### src/rtl/core/uart_receiver_with_fifo_defines.svh
// assertion macros for the uart receiver with receive fifo
`ifndef UART_RECEIVER_WITH_FIFO_DEFINES_SVH
`define UART_RECEIVER_WITH_FIFO_DEFINES_SVH

// same-cycle implication, disabled during reset
`define URF_ASSERT_IMP(name, clk, rstn, ante, cons) \
  name: assert property (@(posedge clk) disable iff (!rstn) (ante) |-> (cons)) \
    else $error("urf assertion failed");

// next-cycle implication, disabled during reset
`define URF_ASSERT_NXT(name, clk, rstn, ante, cons) \
  name: assert property (@(posedge clk) disable iff (!rstn) (ante) |=> (cons)) \
    else $error("urf assertion failed");

`endif

### src/rtl/core/urf_pkg.sv
// shared types and constants for the uart receiver with receive fifo
`timescale 1ns / 1ps
`default_nettype none

package urf_pkg;

  localparam int unsigned URF_FIFO_DEPTH = 64;
  localparam int unsigned URF_DATA_W     = 8;
  localparam int unsigned URF_CNT_W      = 6;
  localparam int unsigned URF_BT_W       = 16;
  localparam int unsigned URF_MID_DEPTH  = 2;
  localparam int unsigned URF_OUT_DEPTH  = 4;
  localparam logic [URF_BT_W-1:0] URF_BAUD_TICKS_RESET = 16'd104;
  localparam logic [3:0] URF_NUM_BITS = 4'd8;

  // request kinds passed from front to back
  typedef enum logic [1:0] {
    OP_TICK,
    OP_PUSH,
    OP_READ
  } op_kind_e;

  typedef struct packed {
    op_kind_e                kind;
    logic [URF_DATA_W-1:0]   data;
  } op_t;

  typedef struct packed {
    logic [URF_DATA_W-1:0] data;
    logic                  valid;
    logic [URF_CNT_W-1:0]  stored;
    logic                  ovf;
    logic                  done;
  } res_t;

endpackage

`default_nettype wire

### src/rtl/core/urf_ram.sv
// generic single-port-write ram with registered read
`timescale 1ns / 1ps
`default_nettype none

module urf_ram #(
  parameter int unsigned Width = 8,
  parameter int unsigned Depth = 64
) (
  input  wire logic                     clk_i,
  input  wire logic                     we_i,
  input  wire logic [$clog2(Depth)-1:0] waddr_i,
  input  wire logic [Width-1:0]         wdata_i,
  input  wire logic                     re_i,
  input  wire logic [$clog2(Depth)-1:0] raddr_i,
  output logic      [Width-1:0]         rdata_o
);

  logic [Width-1:0] mem_q [Depth];

  always_ff @(posedge clk_i) begin
    if (we_i) begin
      mem_q[waddr_i] <= wdata_i;
    end
    if (re_i) begin
      rdata_o <= mem_q[raddr_i];
    end
  end

endmodule

`default_nettype wire

### src/rtl/core/urf_front.sv
// front end: bit-timing state machine and request queue toward the fifo side
`timescale 1ns / 1ps
`default_nettype none

module urf_front import urf_pkg::*; (
  input  wire logic                clk_i,
  input  wire logic                rst_ni,
  input  wire logic [URF_BT_W-1:0] baud_ticks_i,
  input  wire logic                push,
  input  wire logic                command_i,
  input  wire logic                rx_level_i,
  output logic                     full,
  output logic                     op_valid_o,
  output op_t                      op_o,
  input  wire logic                op_ready_i
);

  localparam int unsigned MW = $clog2(URF_MID_DEPTH);
  localparam int unsigned CW = $clog2(URF_MID_DEPTH + 1);

  typedef enum logic [1:0] {
    PH_IDLE,
    PH_HALF,
    PH_DATA,
    PH_STOP
  } phase_e;

  phase_e                  phase_q, phase_d;
  logic [URF_BT_W-1:0]     tcnt_q, tcnt_d;
  logic [3:0]              bidx_q, bidx_d;
  logic [URF_DATA_W-1:0]   shift_q, shift_d;
  logic                    last_q, last_d;

  logic                    accept, tick, done;
  logic [URF_BT_W-1:0]     tcnt_inc, half_time;
  logic [3:0]              bidx_inc;
  op_t                     op_new;

  op_t                     mq_q [URF_MID_DEPTH];
  logic [MW-1:0]           mq_head_q, mq_tail_q;
  logic [CW-1:0]           mq_cnt_q;
  logic                    mq_pop;

  assign full      = (mq_cnt_q == CW'(URF_MID_DEPTH));
  assign accept    = push && !full;
  assign tick      = accept && !command_i;
  assign tcnt_inc  = tcnt_q + URF_BT_W'(1);
  assign bidx_inc  = bidx_q + 4'd1;
  assign half_time = baud_ticks_i >> 1;

  always_comb begin
    phase_d = phase_q;
    tcnt_d  = tcnt_q;
    bidx_d  = bidx_q;
    shift_d = shift_q;
    last_d  = last_q;
    done    = 1'b0;
    if (tick) begin
      last_d = rx_level_i;
      unique case (phase_q)
        PH_IDLE: begin
          // falling edge starts a frame
          if (last_q && !rx_level_i) begin
            tcnt_d  = '0;
            bidx_d  = '0;
            shift_d = '0;
            phase_d = (half_time == '0) ? PH_DATA : PH_HALF;
          end
        end
        PH_HALF: begin
          tcnt_d = tcnt_inc;
          if (tcnt_inc >= half_time) begin
            tcnt_d  = '0;
            phase_d = PH_DATA;
          end
        end
        PH_DATA: begin
          tcnt_d = tcnt_inc;
          if (tcnt_inc >= baud_ticks_i) begin
            tcnt_d  = '0;
            shift_d = {rx_level_i, shift_q[URF_DATA_W-1:1]};
            bidx_d  = bidx_inc;
            if (bidx_inc >= URF_NUM_BITS) begin
              done    = 1'b1;
              phase_d = PH_STOP;
            end
          end
        end
        PH_STOP: begin
          tcnt_d = tcnt_inc;
          if (tcnt_inc >= baud_ticks_i) begin
            tcnt_d  = '0;
            phase_d = PH_IDLE;
          end
        end
        default: begin
          phase_d = PH_IDLE;
        end
      endcase
    end
  end

  always_ff @(posedge clk_i or negedge rst_ni) begin
    if (!rst_ni) begin
      phase_q <= PH_IDLE;
      tcnt_q  <= '0;
      bidx_q  <= '0;
      shift_q <= '0;
      last_q  <= 1'b1;
    end else begin
      phase_q <= phase_d;
      tcnt_q  <= tcnt_d;
      bidx_q  <= bidx_d;
      shift_q <= shift_d;
      last_q  <= last_d;
    end
  end

  always_comb begin
    op_new.data = shift_d;
    if (command_i) begin
      op_new.kind = OP_READ;
    end else if (done) begin
      op_new.kind = OP_PUSH;
    end else begin
      op_new.kind = OP_TICK;
    end
  end

  // request queue
  assign op_valid_o = (mq_cnt_q != '0);
  assign op_o       = mq_q[mq_head_q];
  assign mq_pop     = op_valid_o && op_ready_i;

  always_ff @(posedge clk_i) begin
    if (accept) begin
      mq_q[mq_tail_q] <= op_new;
    end
  end

  always_ff @(posedge clk_i or negedge rst_ni) begin
    if (!rst_ni) begin
      mq_head_q <= '0;
      mq_tail_q <= '0;
      mq_cnt_q  <= '0;
    end else begin
      if (accept) begin
        mq_tail_q <= mq_tail_q + MW'(1);
      end
      if (mq_pop) begin
        mq_head_q <= mq_head_q + MW'(1);
      end
      if (accept && !mq_pop) begin
        mq_cnt_q <= mq_cnt_q + CW'(1);
      end else if (!accept && mq_pop) begin
        mq_cnt_q <= mq_cnt_q - CW'(1);
      end
    end
  end

endmodule

`default_nettype wire

### src/rtl/core/urf_back.sv
// back end: byte fifo pointers, storage and result queue
`timescale 1ns / 1ps
`default_nettype none

module urf_back import urf_pkg::*; #(
  parameter int unsigned FifoDepth = URF_FIFO_DEPTH
) (
  input  wire logic clk_i,
  input  wire logic rst_ni,
  input  wire logic op_valid_i,
  input  wire op_t  op_i,
  output logic      op_ready_o,
  output logic      empty,
  input  wire logic pop,
  output res_t      res_o
);

  localparam int unsigned AW  = $clog2(FifoDepth);
  localparam int unsigned XW  = (AW > URF_CNT_W) ? AW : URF_CNT_W;
  localparam int unsigned OW  = $clog2(URF_OUT_DEPTH);
  localparam int unsigned OCW = $clog2(URF_OUT_DEPTH + 1);

  logic [AW-1:0]          rp_q, rp_d, wp_q, wp_d, cnt_q, cnt_d;
  logic                   ovf_q, ovf_d;
  logic                   issue, rd_en, wr_en, rv, dn;
  logic [XW-1:0]          cnt_ext;
  logic [URF_DATA_W-1:0]  ram_rdata;

  logic                   s2_valid_q, s2_rv_q, s2_done_q, s2_ovf_q;
  logic [URF_CNT_W-1:0]   s2_cnt_q;
  res_t                   s2_res;

  res_t                   oq_q [URF_OUT_DEPTH];
  logic [OW-1:0]          oq_head_q, oq_tail_q;
  logic [OCW-1:0]         oq_cnt_q;
  logic                   oq_pop;

  // issue only when the result queue has room for everything in flight
  assign op_ready_o = (oq_cnt_q + OCW'(s2_valid_q)) < OCW'(URF_OUT_DEPTH);
  assign issue      = op_valid_i && op_ready_o;

  always_comb begin
    rp_d  = rp_q;
    wp_d  = wp_q;
    cnt_d = cnt_q;
    ovf_d = ovf_q;
    rd_en = 1'b0;
    wr_en = 1'b0;
    rv    = 1'b0;
    dn    = 1'b0;
    if (issue) begin
      unique case (op_i.kind)
        OP_READ: begin
          if (cnt_q != '0) begin
            rd_en = 1'b1;
            rv    = 1'b1;
            rp_d  = (rp_q == AW'(FifoDepth - 1)) ? '0 : rp_q + AW'(1);
            cnt_d = cnt_q - AW'(1);
          end
        end
        OP_PUSH: begin
          dn = 1'b1;
          if (cnt_q != AW'(FifoDepth - 1)) begin
            wr_en = 1'b1;
            wp_d  = (wp_q == AW'(FifoDepth - 1)) ? '0 : wp_q + AW'(1);
            cnt_d = cnt_q + AW'(1);
          end else begin
            ovf_d = 1'b1;
          end
        end
        OP_TICK: begin
        end
        default: begin
        end
      endcase
    end
  end

  assign cnt_ext = XW'(cnt_d);

  urf_ram #(
    .Width (URF_DATA_W),
    .Depth (FifoDepth)
  ) u_ram (
    .clk_i   (clk_i),
    .we_i    (wr_en),
    .waddr_i (wp_q),
    .wdata_i (op_i.data),
    .re_i    (rd_en),
    .raddr_i (rp_q),
    .rdata_o (ram_rdata)
  );

  always_ff @(posedge clk_i or negedge rst_ni) begin
    if (!rst_ni) begin
      rp_q       <= '0;
      wp_q       <= '0;
      cnt_q      <= '0;
      ovf_q      <= 1'b0;
      s2_valid_q <= 1'b0;
    end else begin
      rp_q       <= rp_d;
      wp_q       <= wp_d;
      cnt_q      <= cnt_d;
      ovf_q      <= ovf_d;
      s2_valid_q <= issue;
    end
  end

  always_ff @(posedge clk_i) begin
    s2_rv_q   <= rv;
    s2_done_q <= dn;
    s2_ovf_q  <= ovf_d;
    s2_cnt_q  <= cnt_ext[URF_CNT_W-1:0];
  end

  always_comb begin
    s2_res.data   = s2_rv_q ? ram_rdata : '0;
    s2_res.valid  = s2_rv_q;
    s2_res.stored = s2_cnt_q;
    s2_res.ovf    = s2_ovf_q;
    s2_res.done   = s2_done_q;
  end

  // result queue
  assign empty  = (oq_cnt_q == '0);
  assign res_o  = oq_q[oq_head_q];
  assign oq_pop = pop && !empty;

  always_ff @(posedge clk_i) begin
    if (s2_valid_q) begin
      oq_q[oq_tail_q] <= s2_res;
    end
  end

  always_ff @(posedge clk_i or negedge rst_ni) begin
    if (!rst_ni) begin
      oq_head_q <= '0;
      oq_tail_q <= '0;
      oq_cnt_q  <= '0;
    end else begin
      if (s2_valid_q) begin
        oq_tail_q <= oq_tail_q + OW'(1);
      end
      if (oq_pop) begin
        oq_head_q <= oq_head_q + OW'(1);
      end
      if (s2_valid_q && !oq_pop) begin
        oq_cnt_q <= oq_cnt_q + OCW'(1);
      end else if (!s2_valid_q && oq_pop) begin
        oq_cnt_q <= oq_cnt_q - OCW'(1);
      end
    end
  end

endmodule

`default_nettype wire

### src/rtl/core/uart_receiver_with_fifo.sv
// top level of the 8n1 uart receiver with receive fifo
//
//   channel   direction  handshake            payload
//   request   in         push / full          command_i, rx_level_i
//   result    out        empty / pop          read_data_o, read_valid_o, bytes_stored_o,
//                                             overflow_flag_o, byte_done_o
//   config    in         cfg_we_i             cfg_wdata_i (ticks per bit)
//
// one request is taken per cycle while full is low; a result passes the request queue,
// then the fifo pointer stage with the ram read register, then the result queue
// the byte ram is written or read at most once per request through its single port pair
// reset clears all control state; the byte ram is not cleared
// full rises only when the result queue backs up because pop stays low
`timescale 1ns / 1ps
`default_nettype none
`include "uart_receiver_with_fifo_defines.svh"

module uart_receiver_with_fifo import urf_pkg::*; #(
  parameter int unsigned FifoDepth = URF_FIFO_DEPTH
) (
  input  wire logic                  clk_i,
  input  wire logic                  rst_ni,
  // configuration
  input  wire logic                  cfg_we_i,
  input  wire logic [URF_BT_W-1:0]   cfg_wdata_i,
  // requests
  input  wire logic                  push,
  output logic                       full,
  input  wire logic                  command_i,
  input  wire logic                  rx_level_i,
  // results
  output logic                       empty,
  input  wire logic                  pop,
  output logic [URF_DATA_W-1:0]      read_data_o,
  output logic                       read_valid_o,
  output logic [URF_CNT_W-1:0]       bytes_stored_o,
  output logic                       overflow_flag_o,
  output logic                       byte_done_o
);

  logic [URF_BT_W-1:0] baud_ticks_q;
  logic                op_valid, op_ready;
  op_t                 op;
  res_t                res;

  // bit time register, live to the timing logic
  always_ff @(posedge clk_i or negedge rst_ni) begin
    if (!rst_ni) begin
      baud_ticks_q <= URF_BAUD_TICKS_RESET;
    end else if (cfg_we_i) begin
      baud_ticks_q <= cfg_wdata_i;
    end
  end

  // front: tick timing, start detect, sampling and request classification
  urf_front u_front (
    .clk_i        (clk_i),
    .rst_ni       (rst_ni),
    .baud_ticks_i (baud_ticks_q),
    .push         (push),
    .command_i    (command_i),
    .rx_level_i   (rx_level_i),
    .full         (full),
    .op_valid_o   (op_valid),
    .op_o         (op),
    .op_ready_i   (op_ready)
  );

  // back: byte fifo and in-order result queue
  urf_back #(
    .FifoDepth (FifoDepth)
  ) u_back (
    .clk_i      (clk_i),
    .rst_ni     (rst_ni),
    .op_valid_i (op_valid),
    .op_i       (op),
    .op_ready_o (op_ready),
    .empty      (empty),
    .pop        (pop),
    .res_o      (res)
  );

  assign read_data_o     = res.data;
  assign read_valid_o    = res.valid;
  assign bytes_stored_o  = res.stored;
  assign overflow_flag_o = res.ovf;
  assign byte_done_o     = res.done;

  // a read result never reports a finished byte
  `URF_ASSERT_IMP(a_read_not_done, clk_i, rst_ni, !empty && read_valid_o, !byte_done_o)
  // data is zero unless a stored byte came back
  `URF_ASSERT_IMP(a_data_zero, clk_i, rst_ni, !empty && !read_valid_o, read_data_o == '0)
  // overflow stays set on every later result
  `URF_ASSERT_NXT(a_ovf_sticky, clk_i, rst_ni, !empty && pop && overflow_flag_o, empty || overflow_flag_o)

endmodule

`default_nettype wire
### config.mk
export PLATFORM = sky130hd
export DESIGN_NAME = uart_receiver_with_fifo
export DESIGN_NICKNAME = d
export VERILOG_FILES = /design/src/rtl/core/urf_pkg.sv /design/src/rtl/core/urf_ram.sv /design/src/rtl/core/urf_front.sv /design/src/rtl/core/urf_back.sv /design/src/rtl/core/uart_receiver_with_fifo.sv
export VERILOG_INCLUDE_DIRS = /design/src /design/src/rtl/core
export SDC_FILE = /design/constraint.sdc
export NUM_CORES = 1
export LEC_CHECK = 0
export ABC_AREA = 1
export BUFFER_PORTS_ARGS = -buffer_cell sky130_fd_sc_hd__buf_2
export CORE_ASPECT_RATIO = 0.9
export CORE_MARGIN = 2
export CORE_UTILIZATION = 45
export CTS_CLUSTER_SIZE = 10
export DETAILED_ROUTE_END_ITERATION = 16
export SLEW_MARGIN = 20
export SYNTH_ARGS = -nofsm -noshare
export SYNTH_HDL_FRONTEND = slang
export SYNTH_SLANG_ARGS = --single-unit
### constraint.sdc
create_clock -name clk_i -period 4.3 [get_ports clk_i]
set_clock_uncertainty 0.2 [all_clocks]
set_input_delay 0.43 -clock clk_i [delete_from_list [all_inputs] [get_ports clk_i]]
set_output_delay 0.43 -clock clk_i [all_outputs]
set_load 0.01 [all_outputs]
Word level (Yosys, flattened, before mapping)
Memories as Yosys holds them, arrays and structs flattened. A register that Yosys moved wholly into a read port is not among the register bits.
Cells that the tools add are included.
{ "op_classes": {"reduce_logical": 31, "mux": 51, "addsub": 15, "n_lt_le_gt_ge": 4, "eq_ne": 14} }
{ "ops": {"columns": ["op", "n"], "rows": [
  ["two-way mux 16 bit", 3],
  ["one-hot mux 16 bit (3 select lines)", 1],
  ["two-way mux 8 bit", 4],
  ["two-way mux 6 bit", 5],
  ["two-way mux 1 bit", 21],
  ["adder 6 x 1 -> 6 bit, second input constant", 3],
  ["two-way mux 2 bit", 9],
  ["adder 16 x 1 -> 16 bit, second input constant", 1],
  ["greater-or-equal comparator 16 x 15 -> 1 bit", 1],
  ["greater-or-equal comparator 16 bit", 1],
  ["logical NOT 16 bit", 1],
  ["one-hot mux 8 bit (2 select lines)", 1],
  ["equality test 6 bit, second input constant", 2],
  ["one-hot mux 6 bit (2 select lines)", 1],
  ["!= test 2 x 1 -> 1 bit, second input constant", 5],
  ["logical AND 1 bit", 9],
  ["equality test 2 bit, second input constant", 4],
  ["logical NOT 1 bit", 8],
  ["two-way mux 4 bit", 2],
  ["one-hot mux 2 bit (4 select lines)", 1],
  ["one-hot mux 4 bit (2 select lines)", 1],
  ["nonzero test 2 bit", 4],
  ["adder 2 x 1 -> 2 bit, second input constant", 3],
  ["two-way mux 3 bit", 2],
  ["19 further kinds", 22]
]} }
{ "word_totals": {"inputBits": 23, "mem_count": 3, "word_cells": 139, "output_inout_bits": 19, "register_bits": 87, "ram_bits": 600} }
{ "mem_list": {"columns": ["name", "depth", "word_bits", "read_ports", "rd_ports_with_merged_regs", "write_ports", "line", "text"], "rows": [
  ["u_back.u_ram.mem_q", 64, 8, 1, 1, 1, "urf_ram.sv:18", "logic [Width-1:0] mem_q [Depth];"],
  ["u_back.oq_q", 4, 17, 1, 0, 1, "urf_back.sv:33", "res_t oq_q [URF_OUT_DEPTH];"],
  ["u_front.mq_q", 2, 10, 1, 0, 1, "urf_front.sv:39", "op_t mq_q [URF_MID_DEPTH];"]
]} }

Depth between registers and ports, before layout
{ "depth": {"ltp_word": 8, "ltp_mapped": 21, "mapped_depth_nobuf": 20} }

Cells and area by module
From an unflattened synthesis, not the netlist that was laid out.
{ "unflattened": {"hier_cells": 2730, "area_unflattened_um2": 30230.2} }
{ "by_module_without_submodules": {"columns": ["module", "area_per_inst_um2", "instances", "seq_area_each_um2", "cells_per_inst"], "rows": [
  ["urf_ram", 21419.3, 1, 15615.0, 1805],
  ["urf_back", 4494.3, 1, 2897.8, 406],
  ["urf_front", 3668.5, 1, 1477.7, 451],
  ["uart_receiver_with_fifo", 648.1, 1, 404.1, 68]
]} }

Worst setup path before layout
OpenSTA, ideal clock, no wires.
{ "synth_path": {"path_kind": "flip-flop to flip-flop", "from": "register u_front.tcnt_q[0]", "to": "memory u_front.mq_q[0][1] in the netlist's numbering, data pin", "slack_ns": 1.170, "stages_incl_launch_ff": 20, "setup_ns": 0.271, "synth_period_minus_slack_ns": 3.130, "required_ns": 3.829, "arrival_ns": 2.659, "path_buffers": 1, "path_cell_list": "dfrtp_1 ha_1 nand2_1 nor2_1 inv_2 nor2_1 inv_1 nor3_2 nand2_1 xor2_1 inv_1 ha_1 nand3_1 nor3_1 nand3_1 nand3_1 nand2_1 nand2_1 buf_4 o22ai_1"} }
{ "synth_lines": {"columns": ["item", "line", "text"], "rows": [
  ["start: declaration", "urf_front.sv:29", "logic [URF_BT_W-1:0] tcnt_q, tcnt_d;"],
  ["start signal: assignment", "urf_front.sv:112", "tcnt_q <= tcnt_d;"],
  ["end: declaration", "urf_front.sv:39", null]
]} }

==> results.py <==
metrics = {
    "status": {
        "outcome": "complete, no violations",
    },
    "final_layout": {
        "antennaDiodeCount": 0,
        "fillers": 5453,
        "layout-drive-gt1-share": 0.1095,
        "final_nets": 2541,
        "multiInputGateArea_um2": 7480,
        "post-route-util": 0.5151,
        "regArea_um2": 20400,
        "final_area_um2": 32840,
        "syn_to_final_growth_pct": 13.79,
    },
    "synth": {
        "synth_cell_type_count": 49,
        "avgSynthCellArea_um2": 12.14,
        "synth_nets": 2452,
        "yosysTopAreaCell": "edfxtp_1",
        "yosysSeqAreaShare": 0.7067,
        "synth-async-reset-ratio": 0.1122,
        "ys.warnings.count": 0,
        "synth_top_area_frac": 0.6326,
        "synth_area_leaders": "edfxtp_1, dfrtp_1, o21ai_0",
        "syn_area_um2": 28860,
        "ys_seq_elements": 695,
        "synth_flop_cell": "edfxtp_1",
        "syn_inst": 2377,
        "synth-edff-count": 608,
    },
    "global_routing": {
        "grt_use_total": 0.2161,
        "grt_antenna_before_repair": 0,
        "grt_max_degree": 194,
        "grt_pass1_vias": 18430,
        "grt_overflow": 0,
        "grt_pass1_wl_um": 109500,
    },
    "routing": {
        "routedWlPerCell_um": 21.14,
        "ant_nets": 0,
        "drtIter0Drc": 2080,
        "via_per_inst": 5.619,
        "firstDrtPassIters": 8,
        "num_vias": 18960,
        "drcViolationCount": 0,
        "wl_um": 71340,
    },
    "floorplanning": {
        "die_y_um": 244.2,
        "start_util": 0.4527,
        "design.core.area_um2": 63750,
        "placement_rows": 88,
        "design.portCount": 42,
        "fp.dieArea_um2": 66180,
        "fp.dieW_um": 270.9,
    },
    "setup_path": {
        "end_kind": "register",
        "crit_required_ps": 4430,
        "crit_path_max_incr_delay_ps": 450,
        "r2r_slack_ps": 270,
        "crit_slowest_cell": "dfrtp_1",
        "cp_cell_sequence": "ha_1, nand2_1, nor2_1, inv_2, nor2_1, inv_1, nor3_2, nand2_1, xor2_1, inv_1, ha_1, nand3_1, nor3_1, nand3_1, nand3_1, nand2_1, nand2_1, o22ai_1",
        "crit_arrival_ps": 4160,
        "critPathMostFrequentCell": "nand2_1",
        "start_kind": "register",
        "timing.critical_path.fanout_max": 12,
        "path_class": "reg2reg",
    },
    "cts": {
        "clock_path_buffers": 3,
        "root_buffer": "clkbuf_16",
        "numCtsBuffers": 81,
        "clkTransAtPathRegs_ps": 60,
        "tritoncts": "yes",
        "h-tree-depth": 3,
        "cts_sinks": 695,
        "worstSkewPairLatency_ps": 620,
        "post-cts-setup-buffers": 0,
    },
    "placed_design": {
        "hpwl_um": 42900,
        "io_buffers": 41,
        "placed_cell_area_um2": 30250,
        "gp_congestion": 0.8704,
    },
    "sta": {
        "slew_headroom": 0.2797,
        "final_max_slew_viol_count": 0,
        "min_period_over_period": 0.9377,
        "finalSetupViolCount": 0,
        "hold_viol_final": 0,
        "tightest_slew_ps": 1077,
        "max_freq_ghz": 0.2480,
        "hold_ws_ps": 36.89,
        "setup_tns_ps": 0,
        "fin_crit_ps": 4032,
        "rsz0062_at_grt": "no",
    },
    "pwr": {
        "power.leakage_nw": 11.76,
        "vdd_drop_max_v": 0.0005546,
        "power_density_nw_per_um2": 678.4,
    },
    "job": {
        "max_cap_violations": 0,
    },
    "worst_hold_path": {
        "hp-class": "in2reg",
    },
}
[through the flow]
stage / instances / setup slack, ps / total power, mW
after global placement: 3218 / 390.6 / 15.93
after floorplan: 2377 / 1170 / 13.39
final: 3375 / 267.7 / 22.28
after global routing: 3375 / 5.018 / 23.38
after detailed placement: 3218 / 352.2 / 16.07
after CTS: 3375 / 332.1 / 22.38
[per-layer routing]
layer  track usage  part of all wire  wire length (µm)  vias to the layer above
met5             0                 0                 0                        -
met4       0.07280             0.026              1853                        0
met3       0.04370             0.071              5071                      135
met2        0.3334              0.46             32770                      700
met1        0.3070              0.44             31640                     9358
li1              -                 -                 -                     8771
[worst max-delay path: cells and delay by family, from the launching register on]
family | cells | cell delay [ps]
and+or+nand+nor | 11 | 2060
adders and majority gates | 2 | 470
DFF | 1 | 450
buffers and inverters | 3 | 230
AOI/OAI and AO/OA | 1 | 190
xor gates and xnor gates | 1 | 130
[cells in the mapped netlist (3+ instances only)]
master and n:
xnor2_1 6, or2_2 3, o221ai_1 48, o211ai_1 20, buf_1 6, ha_1 51
nand4_1 20, nor3_1 11, nor2_4 4, nand2_2 16, dfstp_2 4, nand3_1 94
nand4_2 4, xor2_1 19, dfrtp_1 74, inv_2 8, buf_2 24, nor2_1 401
a21o_1 3, inv_1 117, o21ai_1 6, nand2_1 226, a21oi_1 29, buf_4 3
clkbuf_1 92, dfxtp_1 9, o22ai_1 101, o21ai_0 331, clkinv_1 3, edfxtp_1 608
nor4_1 4, nor2_2 3, nand3_2 9
[registers in the layout, summed over array words and instances, names as in the netlist, 2 cells and up]
register and count:
baud_ticks_q 16, u_back.u_ram.mem_q 512, u_front.tcnt_q 16, u_back.oq_tail_q 2
u_back.oq_cnt_q 3, u_back.cnt_q 6, u_front.shift_q 8, u_back.oq_head_q 2
u_front.phase_q 2, u_back.u_ram.rdata_o 8, u_back.oq_q 68, u_front.bidx_q 4
u_back.rp_q 6, u_front.mq_cnt_q 2, u_back.wp_q 6, u_front.mq_q 20
u_back.s2_cnt_q 6
[path summary, 6_finish.rpt]
check / from / cells past startpoint / endpoint
worst min-delay path: cfg_we_i / 3 / baud_ticks_q[5]
worst max-delay path: u_front.tcnt_q[0] / 18 / u_front.mq_q[1][2]
max in group asynchronous: rst_ni / 3 / u_front.tcnt_q[14]
min in group asynchronous: rst_ni / 2 / baud_ticks_q[11]
worst min register to register: u_back.ovf_q / 1 / u_back.ovf_q
worst max register to register: u_front.tcnt_q[0] / 18 / u_front.mq_q[1][2]
[cell usage in the layout, fill, tap and decap left out, types with 4 or more instances in the layout]
master / instances
a21oi_1: 29
buf_12: 5
buf_2: 40
buf_4: 68
clkbuf_1: 45
clkbuf_16: 85
dfrtp_1: 72
dfstp_2: 4
dfxtp_1: 9
dlygate4sd3_1: 20
edfxtp_1: 608
ha_1: 51
inv_1: 117
inv_2: 7
inv_6: 4
nand2_1: 218
nand2_2: 20
nand2_4: 6
nand3_1: 94
nand3_2: 9
nand4_1: 20
nand4_2: 4
nor2_1: 400
nor2_2: 4
nor2_4: 4
nor3_1: 11
nor4_1: 4
o211ai_1: 20
o21ai_0: 331
o21ai_1: 6
o221ai_1: 48
o22ai_1: 101
xnor2_1: 6
xor2_1: 19
[cells by family (layout without fill, tap and decap cells)]
| group | after synthesis | after routing | share of synthesized area |
|---|---|---|---|
| DFF | 695 | 695 | 0.7067 |
| and+or+nand+nor | 798 | 798 | 0.1173 |
| xor gates and xnor gates | 25 | 25 | 0.007587 |
| muxes | 2 | 2 | 0.0007803 |
| buffers and inverters | 256 | 399 | 0.03559 |
| adders and majority gates | 52 | 52 | 0.02281 |
| AOI/OAI and AO/OA | 549 | 549 | 0.1093 |
[cell type report]
| type | instances | area share |
|---|---|---|
| multi-input cells | 1426 | 0.2278 |
| clock buffers | 132 | 0.07076 |
| flip-flops and latches | 695 | 0.6213 |
| inverters | 129 | 0.01494 |
| repair buffers | 133 | 0.03079 |
| well taps | 855 | 0.03258 |
| clock inverters | 5 | 0.001867 |
[where the power goes]
part | internal, mW | leakage [nW] | switching (mW) | total [mW]
Clock | 3.72 | 1.15 | 2.58 | 6.30
Combinational | 1.71 | 4.02 | 4.96 | 6.68
Sequential | 8.87 | 6.59 | 0.432 | 9.30
[repair_timing]
item                       in CTS  in global routing
hold endpoints to repair       71                  0
hold buffers                   20                  0
setup endpoints to repair       0                  0
resized for setup               0                  0
(Power assumes the default switching activity.)
